<file path="src/sv/steic_pkg.sv">
// Package for the segment versus triangle edge crossing unit.
// Holds the fixed-point widths, the pipeline constants, the shared types and the
// saturation helpers. Depends on nothing.
`timescale 1ns / 1ps
`default_nettype none

package steic_pkg;

  localparam int unsigned CRD_W      = 32;           // Q16.16 coordinate
  localparam int unsigned DIF_W      = CRD_W + 1;    // exact coordinate difference
  localparam int unsigned Q_W        = 48;           // Q32.16 slope and intercept
  localparam int unsigned WIDE_W     = Q_W + 1;      // sum or difference of two Q32.16
  localparam int unsigned FRAC_W     = 16;
  localparam int unsigned NUM_EDGES  = 3;
  localparam int unsigned MAG_W      = 64;           // unsigned magnitude before saturation

  localparam int unsigned DIV_NUM_W  = 64;
  localparam int unsigned DIV_DEN_W  = 49;
  localparam int unsigned DIV_STEPS  = 49;           // quotient bits, one per stage
  localparam int unsigned DIV_HI_W   = DIV_NUM_W - DIV_STEPS;
  localparam int unsigned DIV_LAT    = DIV_STEPS + 2;

  localparam int unsigned MUL_SPLIT  = 24;           // slope magnitude is cut in two halves
  localparam int unsigned MUL_PROD_W = MUL_SPLIT + CRD_W;
  localparam int unsigned MUL_LAT    = 3;

  typedef logic signed [CRD_W-1:0]  crd_t;
  typedef logic signed [DIF_W-1:0]  dif_t;
  typedef logic signed [Q_W-1:0]    q_t;
  typedef logic signed [WIDE_W-1:0] wide_t;

  localparam q_t Q_MAX = {1'b0, {(Q_W-1){1'b1}}};
  localparam q_t Q_MIN = {1'b1, {(Q_W-1){1'b0}}};
  localparam crd_t CRD_MAX = {1'b0, {(CRD_W-1){1'b1}}};
  localparam crd_t CRD_MIN = {1'b1, {(CRD_W-1){1'b0}}};
  localparam logic [MAG_W-1:0] MAG_POS_LIM = {{(MAG_W-Q_W+1){1'b0}}, {(Q_W-1){1'b1}}};
  localparam logic [MAG_W-1:0] MAG_NEG_LIM = MAG_POS_LIM + MAG_W'(1);

  typedef struct packed {
    crd_t ax, bx, ay, by;
    crd_t [NUM_EDGES-1:0] tx;
    crd_t [NUM_EDGES-1:0] ty;
  } in_t;

  // Values taken from the input that the later stages still need.
  typedef struct packed {
    crd_t ax, ay;
    crd_t slo_x, shi_x, slo_y, shi_y;
    crd_t [NUM_EDGES-1:0] px, py;
    crd_t [NUM_EDGES-1:0] elo_x, ehi_x, elo_y, ehi_y;
    logic svert;
    logic [NUM_EDGES-1:0] evert;
  } side_t;

  typedef struct packed {
    q_t k1;
    q_t [NUM_EDGES-1:0] k2;
  } kset_t;

  typedef struct packed {
    q_t m1;
    q_t [NUM_EDGES-1:0] m2;
  } mset_t;

  typedef struct packed {
    side_t side;
    kset_t k;
    mset_t m;
    logic [NUM_EDGES-1:0] keq;
  } trk_t;

  typedef struct packed {
    side_t side;
    q_t [NUM_EDGES-1:0] x;
    q_t [NUM_EDGES-1:0] m;
    logic [NUM_EDGES-1:0] keq;
  } fin_t;

  function automatic q_t sat_q(wide_t v);
    if (v[WIDE_W-1] != v[WIDE_W-2]) begin
      return v[WIDE_W-1] ? Q_MIN : Q_MAX;
    end
    return q_t'(v[Q_W-1:0]);
  endfunction

  // Signed Q32.16 result from a sign and an unsigned magnitude, with saturation.
  function automatic q_t from_mag(logic neg, logic [MAG_W-1:0] m);
    logic [Q_W-1:0] low;
    low = m[Q_W-1:0];
    if (!neg) begin
      return (m > MAG_POS_LIM) ? Q_MAX : q_t'(low);
    end
    return (m > MAG_NEG_LIM) ? Q_MIN : q_t'(-low);
  endfunction

  function automatic logic [DIF_W-1:0] mag_dif(dif_t v);
    return v[DIF_W-1] ? DIF_W'(-v) : DIF_W'(v);
  endfunction

  function automatic logic [WIDE_W-1:0] mag_wide(wide_t v);
    return v[WIDE_W-1] ? WIDE_W'(-v) : WIDE_W'(v);
  endfunction

  function automatic crd_t clamp_crd(q_t y);
    if ((&y[Q_W-1:CRD_W-1]) || !(|y[Q_W-1:CRD_W-1])) begin
      return crd_t'(y[CRD_W-1:0]);
    end
    return y[Q_W-1] ? CRD_MIN : CRD_MAX;
  endfunction

endpackage

`default_nettype wire

</file>
<file path="src/sv/steic_qmul.sv">
// Three-stage Q32.16 by Q16.16 product, truncated toward zero and saturated.
// The slope magnitude is split in two halves so each multiplier stays narrow. Depends on steic_pkg.
`timescale 1ns / 1ps
`default_nettype none

module steic_qmul import steic_pkg::*; (
  input  logic clk_i,
  input  logic en_i,
  input  q_t   k_i,
  input  crd_t x_i,
  output q_t   p_o
);

  logic [Q_W-1:0]        kmag_q;
  logic [CRD_W-1:0]      xmag_q;
  logic                  neg1_q;
  logic [MUL_PROD_W-1:0] ph_q;
  logic [MUL_PROD_W-1:0] pl_q;
  logic                  neg2_q;
  logic [MAG_W-1:0]      sum;
  q_t                    res_q;

  always_ff @(posedge clk_i) begin
    if (en_i) begin
      kmag_q <= k_i[Q_W-1] ? Q_W'(-k_i) : Q_W'(k_i);
      xmag_q <= x_i[CRD_W-1] ? CRD_W'(-x_i) : CRD_W'(x_i);
      neg1_q <= k_i[Q_W-1] ^ x_i[CRD_W-1];
    end
  end

  always_ff @(posedge clk_i) begin
    if (en_i) begin
      ph_q   <= MUL_PROD_W'(kmag_q[Q_W-1:MUL_SPLIT]) * MUL_PROD_W'(xmag_q);
      pl_q   <= MUL_PROD_W'(kmag_q[MUL_SPLIT-1:0]) * MUL_PROD_W'(xmag_q);
      neg2_q <= neg1_q;
    end
  end

  // High partial product is already scaled by 2^24, so it only moves up by 8.
  assign sum = (MAG_W'(ph_q) << (MUL_SPLIT - FRAC_W)) + MAG_W'(pl_q >> FRAC_W);

  always_ff @(posedge clk_i) begin
    if (en_i) begin
      res_q <= from_mag(neg2_q, sum);
    end
  end

  assign p_o = res_q;

endmodule

`default_nettype wire

</file>
<file path="config.mk">
export PLATFORM = sky130hd
export DESIGN_NAME = steic_qmul
export DESIGN_NICKNAME = d
export VERILOG_FILES = /design/src/sv/steic_pkg.sv /design/src/sv/steic_qmul.sv
export SDC_FILE = /design/constraint.sdc
export NUM_CORES = 2
export LEC_CHECK = 0
export ABC_CLOCK_PERIOD_IN_PS = 9600
export BUFFER_PORTS_ARGS = -buffer_cell sky130_fd_sc_hd__buf_2
export CORE_MARGIN = 3
export CORE_UTILIZATION = 67
export DETAILED_ROUTE_END_ITERATION = 12
export PLACE_DENSITY = 0.81
export SYNTH_ARGS = -nofsm -noshare
export SYNTH_HDL_FRONTEND = slang
export SYNTH_SLANG_ARGS = --single-unit
</file>
<file path="constraint.sdc">
create_clock -name clk_i -period 9.6 [get_ports clk_i]
set_input_delay 0.96 -clock clk_i [delete_from_list [all_inputs] [get_ports clk_i]]
set_output_delay 0.96 -clock clk_i [all_outputs]
set_load 0.02 [all_outputs]
</file>
Word-level counts from Yosys, hierarchy flattened:

Cells that the tools add are included.

* register bits: 242
* input bits: 82
* output and inout bits: 48
* word-level logic and storage cells: 26

* add/subtract/negate cells: 4
* $mul: 2
* order comparisons: 2
* mux-type cells: 8
* bitwise gates (word level): 1

Operators with widths (number)
* $mux W48: 4
* $mul A24 B32 Y56: 2
* $neg A48 Y48: 2
* $add A64 B40 Y64: 1
* $gt A64 B47 Y1 const B: 1
* $gt A64 B48 Y1 const B: 1
* $mux W47: 1
* $neg A32 Y32: 1
* $mux W31: 1
* $mux W1: 2
* $xor A1 B1 Y1: 1

Longest topological paths before layout:

* depth in word-level cells: 5
* mapped depth: 29

Least setup slack after synthesis:

No wires, ideal clock.

* path kind: register to register
* from: reg xmag_q[13]
* to: reg ph_q[55] (data pin)
* arrival time: 7.391 ns
* required time: 9.341 ns
* path slack: 1.950 ns
* stages on the path, launching flop included: 27
* path buffers: 2
* clock period less this slack: 7.650 ns
* path through: edfxtp_1 > clkbuf_1 > clkbuf_1 > nand2_1 > fa_1 > inv_1 > fa_1 > inv_1 > fa_1 > fa_1 > fa_1 > inv_1 > fa_1 > inv_1 > fa_1 > inv_1 > ha_1 > a21o_1 > a211o_1 > o41a_1 > a21oi_1 > o21ai_0 > a31oi_1 > o21ai_0 > a41oi_1 > nor2_1 > a211o_1

* longest elaborated chain between the ends: 1

Ends and longest elaborated chain
* start, declared: RTL line steic_qmul.sv:15 `logic [CRD_W-1:0] xmag_q;`
* start signal, assigned: RTL line steic_qmul.sv:26 `xmag_q <= x_i[CRD_W-1] ? CRD_W'(-x_i) : CRD_W'(x_i);`
* $mul A24 B32 Y56: RTL line steic_qmul.sv:33 `ph_q <= MUL_PROD_W'(kmag_q[Q_W-1:MUL_SPLIT]) * MUL_PROD_W'(xmag_q);`
* end signal, assigned: RTL line steic_qmul.sv:33
* end, declared: RTL line steic_qmul.sv:17 `logic [MUL_PROD_W-1:0] ph_q;`

No other way between the ends.
A chain may end at the register's enable or synchronous reset.

Final worst setup path:

* from: reg kmag_q[2]
* to: reg pl_q[53] (data pin)

* longest elaborated chain between the ends: 1

Ends and longest elaborated chain
* start, declared: RTL line steic_qmul.sv:14 `logic [Q_W-1:0] kmag_q;`
* start signal, assigned: RTL line steic_qmul.sv:25 `kmag_q <= k_i[Q_W-1] ? Q_W'(-k_i) : Q_W'(k_i);`
* $mul A24 B32 Y56: RTL line steic_qmul.sv:34 `pl_q <= MUL_PROD_W'(kmag_q[MUL_SPLIT-1:0]) * MUL_PROD_W'(xmag_q);`
* end signal, assigned: RTL line steic_qmul.sv:34
* end, declared: RTL line steic_qmul.sv:18 `logic [MUL_PROD_W-1:0] pl_q;`

No other way between the ends.

==> metrics.txt <==
RSZ-0062 raised after global routing false; Mapped Area 0.0620 sq mm; Critical Path RT 9.96 ns; row count 110; CTS max path bufs 3; Inst Count DP 7801; non-filler cells, final 7859; CP Class flop to flop; slew margin rel. 5.61%; Clock Latency Late Sink 0.63 ns; worst path cell trace and2_1 > fa_1 > fa_1 > inv_1 > fa_1 > fa_1 > fa_1 > inv_1 > fa_1 > inv_1 > fa_1 > inv_1 > ha_1 > and3_1 > nand3_1 > or3_1 > a21oi_1 > o31a_1 > o21ai_0 > a2111oi_0 > o21ai_0 > a21oi_1 > a21oi_1 > xnor2_1; Inserted Clock Buffers 29; CP Max Fanout 32; FMAX 0.113 GHz; vias in the first global route 49200; Worst path most repeated cell fa_1; drt first pass iters 8; Post-route DRC 0; setup TNS 0 ns; drt via density 5.95; Slew @ Worst Pin 1.42 ns; R2R setup slack 0.72 ns; H-tree levels 1; status finished clean; Routed Wire Length 164 mm; layout cells sized above 1 5.15%; grt ovf 0; clock skew 0.0447 ns; Synth Register Bits 226; P&R area growth vs syn 4.30%; port buffer count 129; fin. max-slew vios 0; multi-input logic area 0.0483 sq mm; fillcell total 6669; starting density of the core 68.3%; antenna violations before repair 9; Distinct cells, synth 90; DIE AREA 0.0962 sq mm; post-CTS setup buffer count 0; Cells after Synth 6750; Core Region 0.0908 sq mm; 1st-iter DRT viols 4412; final net count 8449; drt wl/cell 20.8 microns; CTS tree done; Post-CTS Resized 0; crit end category flop; final hold viol count 0; Sinks on Clock Net 226; routability cong. 0.953; Antenna Nets Post-Route 0; largest net degree at the start of global routing 117; ys async rst share 0%; slowest stage cell, crit path edfxtp_1; sequential area share after synthesis 10.9%; Post-synth EDFFs 226; critical path launch point type flop; Setup Viol. Count Final 0; utilization after layout 71.2%; Die Span X 310 microns; YS warnings 0; Hold-fix buffers, CTS 0; GRT Total Usage 35.3%; die extent in y 310 microns; clock-pin slew on the worst setup and hold paths 0.06 ns; max incr delay on CP 1.09 ns; Arr. time, crit path 9.24 ns; first-pass GRT wire length 263 mm; Root Driver clkbuf_16; Worst Hold Class flop to flop; DR vias 46800; syn_nets 8543; Register Area 0.00679 sq mm; Crit path max-delay family adder cells; Syn Area/Cell 9.19 sq um; buffers and inverters on the worst path 4; DP HPWL 133 mm; num ports 130; Top FF cell, synth edfxtp_1; post-layout min period 8.88 ns; maxcap violations 0; Final period util 92.5%
[area by class of cell]
| type | count | area share [%] |
|---|---|---|
| diodes | 5 | 0.0193 |
| clock buffers | 33 | 1.15 |
| clock inverters | 20 | 0.331 |
| inverters | 1471 | 8.54 |
| multi-input cells | 4676 | 74.6 |
| flip-flops and latches | 226 | 10.5 |
| well taps | 1176 | 2.28 |
| repair buffers | 252 | 2.58 |
[cells by family (layout without fill, tap and decap cells)]
| family | Yosys count | in the layout | share of synthesized area, % |
|---|---|---|---|
| buf+inv | 1848 | 1776 | 11.2 |
| fa+ha+maj | 1711 | 1711 | 50.5 |
| mux | 12 | 12 | 0.196 |
| other cells | 0 | 5 | 0 |
| simple gates | 2163 | 2163 | 17.7 |
| flops | 226 | 226 | 10.9 |
| xor+xnor | 205 | 205 | 2.90 |
| compound gates | 585 | 585 | 6.51 |
[placed cells by master, fill, tap and decap left out, drive strengths merged, types with 7 or more instances in the layout]
cell type	count
inv	1476
a221oi	36
clkbuf	33
a21o	73
and2	794
nor4	24
buf	252
nand2b	16
a2111oi	8
o41ai	14
o21bai	13
and4	7
o21ai	108
ha	395
a31oi	8
nor3b	8
and3	22
a211oi	32
nor3	64
nand4	42
o2111ai	8
or3	25
nand3	66
xor2	35
nor2b	12
a211o	9
xnor2	170
or4	28
nor2	124
o22ai	11
mux2i	11
clkinvlp	7
o31ai	38
o21a	24
edfxtp	226
o211ai	13
or2	12
fa	1316
nand2	900
a21oi	134
[stage by stage]
stage	hold slack, ns	instance area, sq um	worst slack, ns
floorplan	0.400	62000	1.95
global placement	0.412	63700	1.10
detailed placement	0.410	63700	0.912
CTS	0.422	64700	0.871
global route	0.442	64700	0.363
finish	0.423	64700	0.725
[worst paths after layout]
| kind | start | to | cells after the start |
|---|---|---|---|
| worst min register to register | neg1_q | neg2_q | 0 |
| worst min-delay path | neg1_q | neg2_q | 0 |
| worst max-delay path | kmag_q[2] | pl_q[53] | 24 |
| worst max register to register | kmag_q[2] | pl_q[53] | 24 |
[state kept, by name (all words and copies together), names as in the netlist]
signal  cells
ph_q       56
kmag_q     48
p_o        48
pl_q       40
xmag_q     32
neg1_q      1
neg2_q      1
[Yosys cell counts, types with 7 or more instances]
cell type	instances	area, sq um
a2111oi_0	8	70.1
a211o_1	9	78.8
a211oi_1	28	210
a21o_1	73	548
a21oi_1	133	666
a221oi_1	30	263
a31oi_1	8	50.1
and2_1	794	4970
and3_1	22	138
and4_1	7	61.3
buf_1	8	30.0
buf_2	21	105
clkbuf_1	347	1300
edfxtp_1	226	6790
fa_1	1316	26300
ha_1	395	4940
inv_1	1471	5520
mux2i_1	11	110
nand2_1	900	3380
nand2b_1	16	100
nand3_1	66	330
nand4_1	42	263
nor2_1	123	462
nor2b_1	12	75.1
nor3_1	63	315
nor3b_1	8	60.1
nor4_1	20	125
o2111ai_1	8	70.1
o211ai_1	12	90.1
o21a_1	24	180
o21ai_0	104	521
o21bai_1	13	97.6
o22ai_1	11	68.8
o31ai_1	37	278
o41ai_1	12	105
or2_2	11	68.8
or3_1	25	156
or4_1	22	165
xnor2_1	170	1490
xor2_1	35	307
[routing by layer]
layer | part of all wire, % | global-route usage, % | vias up
met5 | 0.022 | 0 | -
met4 | 5.5 | 16.2 | 6
met3 | 11 | 7.93 | 513
met2 | 46 | 55.7 | 2486
met1 | 37 | 47.0 | 23500
li1 | - | - | 20300
Power is left out: the tool's default activity adds up to more than one toggle a clock period on the data nets, which glitch-free logic cannot reach.
